`config.mk`:
```
export PLATFORM = sky130hd
export DESIGN_NAME = retry_backoff_scheduler
export DESIGN_NICKNAME = d
export VERILOG_FILES = /design/src/hdl/rbs_pkg.sv /design/src/hdl/rbs_mul.sv /design/src/hdl/rbs_div.sv /design/src/hdl/retry_backoff_scheduler.sv
export SDC_FILE = /design/constraint.sdc
export NUM_CORES = 2
export LEC_CHECK = 0
export BUFFER_PORTS_ARGS = -buffer_cell sky130_fd_sc_hd__buf_4
export CAP_MARGIN = 40
export CELL_PAD_IN_SITES_DETAIL_PLACEMENT = 1
export CELL_PAD_IN_SITES_GLOBAL_PLACEMENT = 2
export CORE_ASPECT_RATIO = 0.7
export CORE_MARGIN = 2
export CORE_UTILIZATION = 38
export CTS_BUF_LIST = sky130_fd_sc_hd__clkbuf_8
export DETAILED_ROUTE_END_ITERATION = 10
export PLACE_DENSITY = 0.87
export SLEW_MARGIN = 40
export SYNTH_ARGS = -nofsm -noshare
export SYNTH_HDL_FRONTEND = slang
export SYNTH_SLANG_ARGS = --single-unit
```
`constraint.sdc`:
```
create_clock -name clk -period 8.5 [get_ports clk]
set_input_delay 1.275 -clock clk [delete_from_list [all_inputs] [get_ports clk]]
set_output_delay 1.275 -clock clk [all_outputs]
set_load 0.02 [all_outputs]
```
`src/hdl/rbs_pkg.sv`:
```
// rbs_pkg: shared command and register codes, and constants for the
// retry backoff scheduler. No dependencies.
`default_nettype none

package rbs_pkg;

    // default fraction bits of the fixed-point growth factor
    localparam int FRAC_BITS_DEF = 16;

    // serial multiplier operand widths (LCG needs full 64 x 64)
    localparam int MUL_W = 64;
    // serial divider divisor width (2*span+1 stays below 2^26)
    localparam int DVS_W = 26;

    localparam int CFG_W = 64;
    localparam int IDX_W = 3;
    localparam int CMD_W = 3;

    localparam logic [CMD_W-1:0] CMD_OPEN         = 3'd0;
    localparam logic [CMD_W-1:0] CMD_CANCEL_REQ   = 3'd1;
    localparam logic [CMD_W-1:0] CMD_FETCH_CANCEL = 3'd2;
    localparam logic [CMD_W-1:0] CMD_FETCH_FAIL   = 3'd3;
    localparam logic [CMD_W-1:0] CMD_POLL         = 3'd4;

    localparam logic [IDX_W-1:0] REG_BASE   = 3'd0;
    localparam logic [IDX_W-1:0] REG_MAX    = 3'd1;
    localparam logic [IDX_W-1:0] REG_GROWTH = 3'd2;
    localparam logic [IDX_W-1:0] REG_JITTER = 3'd3;
    localparam logic [IDX_W-1:0] REG_LIMIT  = 3'd4;
    localparam logic [IDX_W-1:0] REG_SEED   = 3'd5;

    localparam logic [23:0] DEF_BASE   = 24'd500;
    localparam logic [23:0] DEF_MAX    = 24'd30000;
    localparam logic [15:0] DEF_GROWTH = 16'd2000;
    localparam logic [6:0]  DEF_JITTER = 7'd20;
    localparam logic [7:0]  DEF_LIMIT  = 8'd8;

    localparam logic [DVS_W-1:0] GROWTH_DIV = 26'd1000;
    localparam logic [DVS_W-1:0] PCT_DIV    = 26'd100;

    localparam logic [MUL_W-1:0] LCG_MULT = 64'd6364136223846793005;
    localparam int RAND_LSB = 33;
    localparam int RAND_W   = 16;

endpackage

`default_nettype wire

```
`src/hdl/rbs_mul.sv`:
```
// rbs_mul: bit-serial shift-add multiplier, one multiplier bit per cycle.
// Depends on nothing; widths come from the parent.
`default_nettype none

module rbs_mul #(
    parameter int A_W = 64,
    parameter int B_W = 64
) (
    input  wire logic               clk,
    input  wire logic               rst_n,
    input  wire logic               start,
    input  wire logic [A_W-1:0]     a,
    input  wire logic [B_W-1:0]     b,
    output logic                    done,
    output logic [A_W+B_W-1:0]      product
);

    localparam int CNT_W = (B_W > 1) ? $clog2(B_W) : 1;

    logic [A_W+B_W-1:0] acc_reg;
    logic [A_W-1:0]     a_reg;
    logic [CNT_W-1:0]   cnt_reg;
    logic               run_reg;
    logic               done_reg;
    logic [A_W:0]       sum;

    // upper half plus multiplicand when the low multiplier bit is set
    assign sum = {1'b0, acc_reg[A_W+B_W-1:B_W]} + (acc_reg[0] ? {1'b0, a_reg} : '0);

    always_ff @(posedge clk or negedge rst_n)
    begin
        if (!rst_n)
        begin
            run_reg  <= 1'b0;
            done_reg <= 1'b0;
            cnt_reg  <= '0;
        end
        else
        begin
            done_reg <= 1'b0;
            if (start)
            begin
                run_reg <= 1'b1;
                cnt_reg <= '0;
            end
            else if (run_reg)
            begin
                cnt_reg <= cnt_reg + 1'b1;
                if (cnt_reg == CNT_W'(B_W - 1))
                begin
                    run_reg  <= 1'b0;
                    done_reg <= 1'b1;
                end
            end
        end
    end

    always_ff @(posedge clk)
    begin
        if (start)
        begin
            acc_reg <= {{A_W{1'b0}}, b};
            a_reg   <= a;
        end
        else if (run_reg)
        begin
            acc_reg <= {sum, acc_reg[B_W-1:1]};
        end
    end

    assign done    = done_reg;
    assign product = acc_reg;

endmodule

`default_nettype wire

```
`src/hdl/rbs_div.sv`:
```
// rbs_div: restoring divider, one quotient bit per cycle.
// Depends on nothing; widths come from the parent.
`default_nettype none

module rbs_div #(
    parameter int DVD_W = 40,
    parameter int DVS_W = 26
) (
    input  wire logic               clk,
    input  wire logic               rst_n,
    input  wire logic               start,
    input  wire logic [DVD_W-1:0]   dividend,
    input  wire logic [DVS_W-1:0]   divisor,
    output logic                    done,
    output logic [DVD_W-1:0]        quotient,
    output logic [DVS_W-1:0]        remainder
);

    localparam int CNT_W = (DVD_W > 1) ? $clog2(DVD_W) : 1;

    logic [DVD_W-1:0] q_reg;
    logic [DVS_W-1:0] r_reg;
    logic [DVS_W-1:0] d_reg;
    logic [CNT_W-1:0] cnt_reg;
    logic             run_reg;
    logic             done_reg;
    logic [DVS_W:0]   trial;
    logic [DVS_W:0]   diff;
    logic             ge;

    assign trial = {r_reg, q_reg[DVD_W-1]};
    assign ge    = trial >= {1'b0, d_reg};
    assign diff  = trial - {1'b0, d_reg};

    always_ff @(posedge clk or negedge rst_n)
    begin
        if (!rst_n)
        begin
            run_reg  <= 1'b0;
            done_reg <= 1'b0;
            cnt_reg  <= '0;
        end
        else
        begin
            done_reg <= 1'b0;
            if (start)
            begin
                run_reg <= 1'b1;
                cnt_reg <= '0;
            end
            else if (run_reg)
            begin
                cnt_reg <= cnt_reg + 1'b1;
                if (cnt_reg == CNT_W'(DVD_W - 1))
                begin
                    run_reg  <= 1'b0;
                    done_reg <= 1'b1;
                end
            end
        end
    end

    always_ff @(posedge clk)
    begin
        if (start)
        begin
            q_reg <= dividend;
            r_reg <= '0;
            d_reg <= divisor;
        end
        else if (run_reg)
        begin
            q_reg <= {q_reg[DVD_W-2:0], ge};
            r_reg <= ge ? diff[DVS_W-1:0] : trial[DVS_W-1:0];
        end
    end

    assign done      = done_reg;
    assign quotient  = q_reg;
    assign remainder = r_reg;

endmodule

`default_nettype wire

```
`src/hdl/retry_backoff_scheduler.sv`:
```
// retry_backoff_scheduler: top level, command decode, scheduling sequencer
// and output word register. Uses rbs_pkg, rbs_mul and rbs_div.
`default_nettype none

// One input word gives one output word. Open, cancel request, fetch cancelled,
// fetch failed, a poll that is not due, a successful reconnect, an exhausted
// retry and the unused codes all go straight to the output state. A failed poll
// that schedules a retry runs a serial sequence on one bit-serial multiplier and
// one restoring divider: growth factor divide, then a step state and one multiply
// per growth step (up to attempt_count steps, fewer once the delay hits the ceiling),
// jitter span multiply and divide, LCG multiply and the jitter modulo. A new word
// is taken once the sequencer is back in idle, even while the previous output
// word still waits on out_stall. Config writes take effect on the next command
// only if the user writes config while the sequencer is idle; the block itself
// does not enforce this. The open command loads the seed into the generator.

module retry_backoff_scheduler #(
    parameter int FRAC_BITS = rbs_pkg::FRAC_BITS_DEF
) (
    input  wire logic                       clk,
    input  wire logic                       rst_n,
    input  wire logic                       in_valid,
    output logic                            in_stall,
    input  wire logic [rbs_pkg::CMD_W-1:0]  command,
    input  wire logic [63:0]                now_ms,
    input  wire logic                       reconnect_ok,
    output logic                            out_valid,
    input  wire logic                       out_stall,
    output logic                            attempt_made,
    output logic                            reconnected,
    output logic                            retry_scheduled,
    output logic                            exhausted,
    output logic [24:0]                     delay_ms,
    output logic [63:0]                     deadline_ms,
    output logic [7:0]                      attempt_count,
    output logic                            reconnect_pending,
    input  wire logic                       cfg_wr_en,
    input  wire logic [rbs_pkg::IDX_W-1:0]  cfg_index,
    input  wire logic [rbs_pkg::CFG_W-1:0]  cfg_data
);

    import rbs_pkg::*;

    // t holds the delay with FRAC_BITS fraction bits, m the growth factor
    localparam int T_W   = 24 + FRAC_BITS;
    localparam int M_W   = FRAC_BITS + 7;
    localparam int G_W   = 16 + FRAC_BITS;
    localparam int DVD_W = (G_W > 31) ? G_W : 31;

    localparam logic [3:0] S_IDLE = 4'd0;
    localparam logic [3:0] S_OUT  = 4'd1;
    localparam logic [3:0] S_MDIV = 4'd2;
    localparam logic [3:0] S_GROW = 4'd3;
    localparam logic [3:0] S_GMUL = 4'd4;
    localparam logic [3:0] S_SMUL = 4'd5;
    localparam logic [3:0] S_SDIV = 4'd6;
    localparam logic [3:0] S_LCG  = 4'd7;
    localparam logic [3:0] S_RDIV = 4'd8;

    // config registers, raw; zero means default at use
    logic [23:0] base_reg, max_reg;
    logic [15:0] growth_reg;
    logic [6:0]  jitter_reg;
    logic [7:0]  limit_reg;
    logic [63:0] seed_reg;

    logic [23:0] base_eff, max_eff;
    logic [15:0] growth_eff;
    logic [6:0]  jitter_eff;
    logic [7:0]  limit_eff;

    // channel state
    logic        pending_reg, self_cancel_reg;
    logic [7:0]  attempts_reg;
    logic [63:0] deadline_reg;
    logic [63:0] lcg_reg;

    // sequencer
    logic [3:0]  state_reg, state_next;
    logic [63:0] now_reg;
    logic [M_W-1:0] m_reg;
    logic [T_W-1:0] t_reg;
    logic [7:0]  step_reg;
    logic [24:0] span_reg;
    logic        mul_go_reg, div_go_reg;

    // result word waiting for the output register
    logic        res_made_reg, res_recon_reg, res_sched_reg, res_exh_reg;
    logic [24:0] res_delay_reg;

    // output register
    logic        out_valid_reg;
    logic        o_made_reg, o_recon_reg, o_sched_reg, o_exh_reg, o_pend_reg;
    logic [24:0] o_delay_reg;
    logic [63:0] o_deadline_reg;
    logic [7:0]  o_count_reg;

    logic [MUL_W-1:0]       mul_a, mul_b;
    logic                   mul_done;
    logic [2*MUL_W-1:0]     mul_prod;
    logic [DVD_W-1:0]       div_dvd;
    logic [DVS_W-1:0]       div_dvs;
    logic                   div_done;
    logic [DVD_W-1:0]       div_q;
    logic [DVS_W-1:0]       div_r;

    logic           in_acc;
    logic           poll_due;
    logic           out_free;
    logic [23:0]    ms;
    logic [T_W-1:0] cap;
    logic [T_W+6:0] t_grown;
    logic [63:0]    lcg_step;
    logic [26:0]    jit_sum;
    logic [26:0]    jit_span;
    logic [26:0]    jit_delay;

    assign base_eff   = (base_reg   != '0) ? base_reg   : DEF_BASE;
    assign max_eff    = (max_reg    != '0) ? max_reg    : DEF_MAX;
    assign growth_eff = (growth_reg != '0) ? growth_reg : DEF_GROWTH;
    assign jitter_eff = (jitter_reg != '0) ? jitter_reg : DEF_JITTER;
    assign limit_eff  = (limit_reg  != '0) ? limit_reg  : DEF_LIMIT;

    assign in_stall = (state_reg != S_IDLE);
    assign in_acc   = in_valid && !in_stall;
    assign out_free = !out_valid_reg || !out_stall;
    assign poll_due = pending_reg && ((deadline_reg == '0) || (now_ms >= deadline_reg));

    // grown delay in whole ms, never above the ceiling
    assign ms       = (t_reg[T_W-1:FRAC_BITS] > max_eff) ? max_eff : t_reg[T_W-1:FRAC_BITS];
    assign cap      = {max_eff, {FRAC_BITS{1'b0}}};
    assign t_grown  = mul_prod[FRAC_BITS +: T_W+7];
    assign lcg_step = mul_prod[MUL_W-1:0] + 64'd1;

    // ms + (r mod (2*span+1)) - span, floored at zero
    assign jit_sum   = {3'b000, ms} + {1'b0, div_r};
    assign jit_span  = {2'b00, span_reg};
    assign jit_delay = (jit_sum < jit_span) ? '0 : (jit_sum - jit_span);

    // operand selection for the shared units
    always_comb
    begin
        unique case (state_reg)
            S_SMUL:
            begin
                mul_a = MUL_W'(ms);
                mul_b = MUL_W'(jitter_eff);
            end
            S_LCG:
            begin
                mul_a = lcg_reg;
                mul_b = LCG_MULT;
            end
            default:
            begin
                mul_a = MUL_W'(t_reg);
                mul_b = MUL_W'(m_reg);
            end
        endcase
    end

    always_comb
    begin
        unique case (state_reg)
            S_SDIV:
            begin
                div_dvd = DVD_W'(mul_prod[30:0]);
                div_dvs = PCT_DIV;
            end
            S_RDIV:
            begin
                div_dvd = DVD_W'(lcg_reg[RAND_LSB +: RAND_W]);
                div_dvs = {span_reg, 1'b1};
            end
            default:
            begin
                div_dvd = DVD_W'({growth_eff, {FRAC_BITS{1'b0}}});
                div_dvs = GROWTH_DIV;
            end
        endcase
    end

    rbs_mul #(
        .A_W(MUL_W),
        .B_W(MUL_W)
    ) u_mul (
        .clk     (clk),
        .rst_n   (rst_n),
        .start   (mul_go_reg),
        .a       (mul_a),
        .b       (mul_b),
        .done    (mul_done),
        .product (mul_prod)
    );

    rbs_div #(
        .DVD_W(DVD_W),
        .DVS_W(DVS_W)
    ) u_div (
        .clk       (clk),
        .rst_n     (rst_n),
        .start     (div_go_reg),
        .dividend  (div_dvd),
        .divisor   (div_dvs),
        .done      (div_done),
        .quotient  (div_q),
        .remainder (div_r)
    );

    // sequencer next state
    always_comb
    begin
        state_next = state_reg;
        unique case (state_reg)
            S_IDLE:
            begin
                if (in_acc)
                begin
                    if ((command == CMD_POLL) && poll_due && !reconnect_ok
                        && (attempts_reg < limit_eff))
                    begin
                        state_next = S_MDIV;
                    end
                    else
                    begin
                        state_next = S_OUT;
                    end
                end
            end
            S_OUT:
            begin
                if (out_free)
                begin
                    state_next = S_IDLE;
                end
            end
            S_MDIV:
            begin
                if (div_done)
                begin
                    state_next = S_GROW;
                end
            end
            S_GROW:
            begin
                state_next = (step_reg == attempts_reg) ? S_SMUL : S_GMUL;
            end
            S_GMUL:
            begin
                if (mul_done)
                begin
                    state_next = (t_grown >= (T_W+7)'(cap)) ? S_SMUL : S_GROW;
                end
            end
            S_SMUL:
            begin
                if (mul_done)
                begin
                    state_next = S_SDIV;
                end
            end
            S_SDIV:
            begin
                if (div_done)
                begin
                    state_next = S_LCG;
                end
            end
            S_LCG:
            begin
                if (mul_done)
                begin
                    state_next = S_RDIV;
                end
            end
            S_RDIV:
            begin
                if (div_done)
                begin
                    state_next = S_OUT;
                end
            end
            default:
            begin
                state_next = S_IDLE;
            end
        endcase
    end

    // control state, channel state and config
    always_ff @(posedge clk or negedge rst_n)
    begin
        if (!rst_n)
        begin
            state_reg       <= S_IDLE;
            mul_go_reg      <= 1'b0;
            div_go_reg      <= 1'b0;
            out_valid_reg   <= 1'b0;
            pending_reg     <= 1'b0;
            self_cancel_reg <= 1'b0;
            attempts_reg    <= '0;
            deadline_reg    <= '0;
            lcg_reg         <= '0;
            base_reg        <= DEF_BASE;
            max_reg         <= DEF_MAX;
            growth_reg      <= DEF_GROWTH;
            jitter_reg      <= DEF_JITTER;
            limit_reg       <= DEF_LIMIT;
            seed_reg        <= '0;
        end
        else
        begin
            state_reg <= state_next;

            // kick a unit on entry to the state that uses it
            mul_go_reg <= (state_next != state_reg) && ((state_next == S_GMUL)
                          || (state_next == S_SMUL) || (state_next == S_LCG));
            div_go_reg <= (state_next != state_reg) && ((state_next == S_MDIV)
                          || (state_next == S_SDIV) || (state_next == S_RDIV));

            if (cfg_wr_en)
            begin
                unique case (cfg_index)
                    REG_BASE:   base_reg   <= cfg_data[23:0];
                    REG_MAX:    max_reg    <= cfg_data[23:0];
                    REG_GROWTH: growth_reg <= cfg_data[15:0];
                    REG_JITTER: jitter_reg <= cfg_data[6:0];
                    REG_LIMIT:  limit_reg  <= cfg_data[7:0];
                    REG_SEED:   seed_reg   <= cfg_data;
                    default:    ;
                endcase
            end

            if (in_acc)
            begin
                unique case (command)
                    CMD_OPEN:
                    begin
                        pending_reg     <= 1'b0;
                        self_cancel_reg <= 1'b0;
                        attempts_reg    <= '0;
                        deadline_reg    <= '0;
                        lcg_reg         <= seed_reg;
                    end
                    CMD_CANCEL_REQ:
                    begin
                        self_cancel_reg <= 1'b1;
                    end
                    CMD_FETCH_CANCEL:
                    begin
                        if (self_cancel_reg)
                        begin
                            self_cancel_reg <= 1'b0;
                        end
                        else
                        begin
                            pending_reg <= 1'b1;
                        end
                    end
                    CMD_FETCH_FAIL:
                    begin
                        pending_reg <= 1'b1;
                    end
                    CMD_POLL:
                    begin
                        if (poll_due)
                        begin
                            priority if (reconnect_ok)
                            begin
                                pending_reg  <= 1'b0;
                                attempts_reg <= '0;
                                deadline_reg <= '0;
                            end
                            else if (attempts_reg < limit_eff)
                            begin
                                attempts_reg <= attempts_reg + 8'd1;
                            end
                            else
                            begin
                                pending_reg <= 1'b0;
                            end
                        end
                    end
                    default: ;
                endcase
            end

            if ((state_reg == S_LCG) && mul_done)
            begin
                lcg_reg <= lcg_step;
            end
            if ((state_reg == S_RDIV) && div_done)
            begin
                deadline_reg <= now_reg + 64'(jit_delay[24:0]);
            end

            if ((state_reg == S_OUT) && out_free)
            begin
                out_valid_reg <= 1'b1;
            end
            else if (!out_stall)
            begin
                out_valid_reg <= 1'b0;
            end
        end
    end

    // datapath and result words
    always_ff @(posedge clk)
    begin
        if (in_acc)
        begin
            now_reg       <= now_ms;
            res_delay_reg <= '0;
            res_sched_reg <= 1'b0;
            res_made_reg  <= (command == CMD_POLL) && poll_due;
            res_recon_reg <= (command == CMD_POLL) && poll_due && reconnect_ok;
            res_exh_reg   <= (command == CMD_POLL) && poll_due && !reconnect_ok
                             && (attempts_reg >= limit_eff);
        end

        if ((state_reg == S_MDIV) && div_done)
        begin
            m_reg    <= div_q[M_W-1:0];
            t_reg    <= {base_eff, {FRAC_BITS{1'b0}}};
            step_reg <= '0;
        end

        if ((state_reg == S_GMUL) && mul_done)
        begin
            step_reg <= step_reg + 8'd1;
            if (t_grown >= (T_W+7)'(cap))
            begin
                t_reg <= cap;
            end
            else
            begin
                t_reg <= t_grown[T_W-1:0];
            end
        end

        if ((state_reg == S_SDIV) && div_done)
        begin
            span_reg <= div_q[24:0];
        end

        if ((state_reg == S_RDIV) && div_done)
        begin
            res_delay_reg <= jit_delay[24:0];
            res_sched_reg <= 1'b1;
        end

        if ((state_reg == S_OUT) && out_free)
        begin
            o_made_reg     <= res_made_reg;
            o_recon_reg    <= res_recon_reg;
            o_sched_reg    <= res_sched_reg;
            o_exh_reg      <= res_exh_reg;
            o_delay_reg    <= res_delay_reg;
            o_deadline_reg <= deadline_reg;
            o_count_reg    <= attempts_reg;
            o_pend_reg     <= pending_reg;
        end
    end

    assign out_valid         = out_valid_reg;
    assign attempt_made      = o_made_reg;
    assign reconnected       = o_recon_reg;
    assign retry_scheduled   = o_sched_reg;
    assign exhausted         = o_exh_reg;
    assign delay_ms          = o_delay_reg;
    assign deadline_ms       = o_deadline_reg;
    assign attempt_count     = o_count_reg;
    assign reconnect_pending = o_pend_reg;

endmodule

`default_nettype wire

```
* Word-level counts from Yosys, hierarchy flattened
Index checks and enable logic that the tools add are counted.
** Storage, ports and cells
- Logic and storage cells :: 225
- Flip-flop bits (word level) :: 870
** Operators by class
- Magnitude comparators :: 7
- Add/sub/neg operators :: 10
- Eq/ne operators :: 34
- Reduce and logical (&&, ||, !) cells :: 57
- Multiplexer cells :: 72
** Operator list (number)
- 64-bit two-way mux :: 10
- 64-bit case mux with 2 select lines :: 2
- 63-bit case mux with 2 select lines :: 1
- 40-bit two-way mux :: 3
- 25-bit two-way mux :: 3
- 24-bit two-way mux :: 3
- 64-bit by 64-bit adder with 65-bit output :: 1
- 64-bit by 1-bit adder with 64-bit output, second input constant :: 1
- 64-bit by 25-bit adder with 64-bit output :: 1
- 64-bit >= comparator :: 1
- 64-bit zero test :: 1
- 32-bit two-way mux :: 2
- 32-bit case mux with 2 select lines :: 1
- 26-bit case mux with 2 select lines :: 1
- 8-bit two-way mux :: 6
- 24-bit nonzero test :: 2
- 47-bit by 40-bit >= comparator with 1-bit output :: 1
- 4-bit case mux with 9 select lines :: 1
- 4-bit by 3-bit equality test with 1-bit output, second input constant :: 8
- 4-bit two-way mux :: 8
- 24-bit by 26-bit adder with 27-bit output :: 1
- 27-bit by 26-bit >= comparator with 1-bit output :: 1
- 27-bit by 25-bit less-than comparator with 1-bit output :: 1
- 26-bit two-way mux :: 1
- 46 further kinds :: 119

* Logic depth before layout (Yosys ltp)
- Depth in word-level cells :: 13
- Mapped depth :: 50
- Gate-level depth less buffers :: 47

* Modules after synthesis
A second synthesis with hierarchy kept.
** Unflattened totals
- Cell total of the unflattened synthesis :: 4562
- Area total of the unflattened synthesis :: 48455.2 µm²
** By module, submodules not included
- retry_backoff_scheduler :: cells each 3007, instances 1, sequential area each 15962.8 µm², area an instance 31916.9 µm²
- rbs_mul :: cells each 1074, instances 1, sequential area each 5325.1 µm², area an instance 11282.1 µm²
- rbs_div :: cells each 481, instances 1, sequential area each 2437.3 µm², area an instance 5256.3 µm²

* Least setup slack after synthesis
No wires, ideal clock.
- Path type :: register to register
- Start :: register max_reg[0]
- End :: register deadline_reg[56]
- Cell stages (with the launch flop) :: 42
- Slack :: -0.897 ns
- Arrival time :: 9.265 ns
- Buffers on the path :: 3
- Cell sequence :: dfrtp_1 > nor4_1 > nand4_1 > nor2_1 > nor2_1 > ha_1 > and4_1 > nand3_1 > or2_2 > o211a_1 > a21oi_2 > buf_2 > mux2_2 > fa_1 > a211oi_1 > o21bai_1 > a21oi_1 > o21bai_1 > [6 not listed] > a31oi_2 > o21ai_1 > a41oi_1 > o2111a_2 > buf_2 > nor2_1 > ha_1 > a21o_1 > a21o_1 > a21o_1 > a21o_1 > a21o_1 > a221o_1 > a2111oi_4 > buf_6 > nor3_2 > xnor2_2 > o21ai_1
** Between the ends
- Cells in the longest elaborated chain, start to end :: 9
** RTL lines
- start: declaration :: RTL line retry_backoff_scheduler.sv:61 : logic [23:0] base_reg, max_reg;
- start signal: assignment :: RTL line retry_backoff_scheduler.sv:325 : REG_MAX: max_reg <= cfg_data[23:0];
- 24-bit nonzero test :: RTL line retry_backoff_scheduler.sv:119 : assign max_eff = (max_reg != '0) ? max_reg : DEF_MAX;
- 24-bit two-way mux (*) :: RTL line retry_backoff_scheduler.sv:119
- 24-bit > comparator :: RTL line retry_backoff_scheduler.sv:130 : assign ms = (t_reg[T_W-1:FRAC_BITS] > max_eff) ? max_eff : t_reg[T_W-1:FRAC_BITS];
- 24-bit two-way mux (*) :: RTL line retry_backoff_scheduler.sv:130
- 24-bit by 26-bit adder with 27-bit output (*) :: RTL line retry_backoff_scheduler.sv:136 : assign jit_sum = {3'b000, ms} + {1'b0, div_r};
- 25-bit subtractor / 27-bit by 25-bit less-than comparator with 1-bit output (equally long branches) :: RTL line retry_backoff_scheduler.sv:138 : assign jit_delay = (jit_sum < jit_span) ? '0 : (jit_sum - jit_span);
- 25-bit two-way mux (*) :: RTL line retry_backoff_scheduler.sv:138
- net jit_delay[15] :: RTL line retry_backoff_scheduler.sv:116 : logic [26:0] jit_delay;
- 64-bit by 25-bit adder with 64-bit output (*) :: RTL line retry_backoff_scheduler.sv:394 : deadline_reg <= now_reg + 64'(jit_delay[24:0]);
- 64-bit two-way mux (*) :: RTL line retry_backoff_scheduler.sv:392 : if ((state_reg == S_RDIV) && div_done)
- end signal: assignment :: RTL line retry_backoff_scheduler.sv:394
- end: declaration :: RTL line retry_backoff_scheduler.sv:75 : logic [63:0] deadline_reg;
Mark *: on every way through the listed nets, which the timed path passes. The rest lies on a longest branch.
A chain may end at the register's enable or synchronous reset.

* Final worst setup path
- Start :: register max_reg[0]
- End :: register deadline_reg[34]
Same word-level chain as after synthesis.

==> flow_metrics.tcl <==
set metrics [dict create \
    synth_cells 4539 \
    drive_gt1_share_pct 23.2 \
    wirelength_mm 186 \
    drcViolationCount 0 \
    p_leak_nw 24.3 \
    dieWidth_um 426 \
    rsz0062_at_grt "yes" \
    cap_violations 0 \
    slowest_delay_ns 0.40 \
    cp_data_required_time_ns 9.30 \
    cp_slowest_cell "dfrtp_1" \
    final_area_um2 57800 \
    rows 108 \
    coreArea_um2 124000 \
    outcome "finished, violations left" \
    synth.avg_cell_area_um2 10.4 \
    ant_nets 0 \
    ff2ff_path_depth 44 \
    synth_commonest_cells "476 x edfxtp_1, 420 x nand2_1, 384 x nor2_1, 289 x ha_1, 281 x dfrtp_1" \
    synth_most_common_cell "edfxtp_1" \
    rr_startpoint "max_reg[0]" \
    cts_tree "done" \
    dieArea_um2 128000 \
    post-route-min-period_ns 9.57 \
    root_buffer "clkbuf_8" \
    worstMarginPinSlew_ns 0.899 \
    avgRoutedWirePerCell_um 27.0 \
    largest_register_ffs 128 \
    grt_antenna_before_repair 29 \
    synth_top_area_share_pct 30.1 \
    syn-num-nets 4973 \
    stdcell_count 6898 \
    grt_max_degree 152 \
    synth-main-ff-cell "edfxtp_1" \
    pre_cts_slack_ns -1.18 \
    die_h_um 300 \
    clockBufferDepth 3 \
    path_clk_slew_ns 0.07 \
    hp-class "in -> async" \
    synthesis.area_um2 47400 \
    ys_seq_area_share_pct 50.0 \
    peakVddDrop_v 0.000431 \
    synth-async-reset-ratio_pct 34.8 \
    ff2ff_setup_slack_ns -1.07 \
    violations "setup timing" \
    drt-pass1-iter-count 6 \
    slew_headroom_pct 40.1 \
    fin_ws_ns -1.07 \
    critPathKind "reg -> reg" \
    grt_overflow 0 \
    hold_viol_final 0 \
    finalCritPeriodShare_pct 113 \
    synth-seq-cells 870 \
    cts_made_buffers 145 \
    vias 40059 \
    nets 5539 \
    critical_path_arrival_ns 10.37 \
    initial_core_util_pct 38.3 \
    cp_max_fo 7 \
    pin_count 244 \
    ys_types 101 \
    dp_cells 6561 \
    utilization_pct 46.7 \
    slew_violations 0 \
    drt-initial-drc-count 4443 \
    rr_endpoint "deadline_reg[34]" \
    grt_pass1_vias 39733 \
    fillers 13588 \
    yosys.area.top_type "edfxtp_1" \
    power.density_nw_per_um2 448 \
    grt_use_total_pct 28.4 \
    yosys-top-cells-area "edfxtp_1 30%, dfrtp_1 15%, ha_1 7.6%, dfxtp_1 3.8%, nand2_1 3.3%" \
    cp-end-kind "register" \
    place_hpwl_mm 137 \
    cts_sinks 870 \
    final.setup.tns_ns -47.41 \
    setup_viol 56 \
    fmaxAchievable_mhz 104 \
    clock_latency_ns 0.90 \
    cts_hold_buf 0 \
    htree_num_levels 4 \
    clock-skew-final_ns 0.0661 \
    worstSetupStartpointType "register" \
    grt_pass1_wl_mm 270 \
    gp_congestion 0.997 \
    place_area_um2 53300 \
    syn_to_final_growth_pct 22.0 \
    routed_via_density 5.81 \
    yosys_warnings 0 \
    port_buffers 243 \
    synth-edff-count 476 \
]
## worst max-delay path, delay by kind of cell, from the launching register on
kind	cells	cell delay, ns
compound gates	21	4.38
xor+xnor	2	0.28
fa+ha+maj	4	1.18
buf+inv	6	0.99
flops	1	0.40
mux	1	0.33
simple gates	10	1.88
## power by group
part	leakage [nW]	total (mW)	switching (mW)	internal (mW)
clock	1.73	4.01	1.94	2.07
combinational	13.6	14.9	7.93	6.98
sequential	8.98	7.00	1.23	5.77
## logic make-up after synthesis
kind of cell | Yosys count | share of synthesized area (%)
and+or+nand+nor | 1428 | 14.7
AOI/OAI and AO/OA | 1011 | 13.7
DFF | 870 | 50.0
buffers and inverters | 453 | 3.69
adders and majority gates | 295 | 7.86
xor gates and xnor gates | 260 | 4.96
muxes | 222 | 5.06
## worst max-delay path by stage
stage / from / endpoint / slack [ns]
2_1_floorplan: max_reg[22] / deadline_reg[56] / -0.19
3_3_place_gp: max_reg[3] / deadline_reg[50] / -0.81
3_5_place_dp: max_reg[3] / deadline_reg[48] / -1.18
4_1_cts: max_reg[3] / deadline_reg[26] / -0.88
5_1_grt: max_reg[0] / deadline_reg[28] / -1.36
6_report: max_reg[0] / deadline_reg[34] / -1.07
## stage by stage
step                hold slack [ns]  total power [mW]
floorplan                     0.400              13.4
global placement              0.401              18.2
detailed placement            0.406              18.7
CTS                           0.242              24.6
global route                  0.290              27.2
finish                        0.324              25.9
## area by class of cell
| class | instances | area, um^2 | share of cell area (%) |
|---|---|---|---|
| diodes | 21 | 52.6 | 0.0909 |
| inverters | 250 | 938 | 1.62 |
| well taps | 1650 | 2060 | 3.57 |
| flip-flops and latches | 870 | 23700 | 41.0 |
| clock inverters | 104 | 741 | 1.28 |
| multi-input cells | 3216 | 23000 | 39.7 |
| repair buffers | 622 | 5060 | 8.74 |
| clock buffers | 165 | 2270 | 3.93 |
## layer usage
layer	track usage, %	share of wire [%]	vias up
met5	0	0.034	-
met4	9.26	2.9	12
met3	7.59	11	294
met2	39.6	42	1925
met1	42.2	45	20225
li1	-	-	17603
## timing repair
item / in CTS / in global routing
setup buffers: 28 / 17
pin swaps: 50 / 49
endpoints found under the setup margin: 58 / 60
resized for setup: 99 / 96
cloned: 5 / 1
## layout by cell type, fill, tap and decap left out, types with 17 or more instances in the layout
master,Yosys,layout
o21ai_1,33,52
or3_1,17,17
and2_1,108,107
a31oi_1,65,63
a221o_1,29,29
o21bai_1,24,20
a22oi_1,36,36
o21a_1,22,22
xor2_1,89,88
a211oi_1,38,33
a21oi_2,2,19
nor2b_1,62,60
buf_4,4,575
nor3_1,43,39
nor4_1,62,53
a21oi_1,250,231
and3_1,69,66
buf_6,1,28
edfxtp_1,476,476
xnor2_1,161,152
diode_2,0,21
xnor2_2,10,17
a21o_1,100,100
inv_1,249,294
dfrtp_1,281,278
nor2_1,384,370
mux2i_1,80,80
mux2_2,139,134
dfstp_2,22,22
nand2b_1,27,26
a22o_1,22,22
ha_1,289,270
nand3_1,77,75
dfxtp_1,91,91
clkbuf_8,0,165
nand4_1,62,62
nand2_1,420,409
o21ai_0,240,214
(Power assumes the default switching activity.)
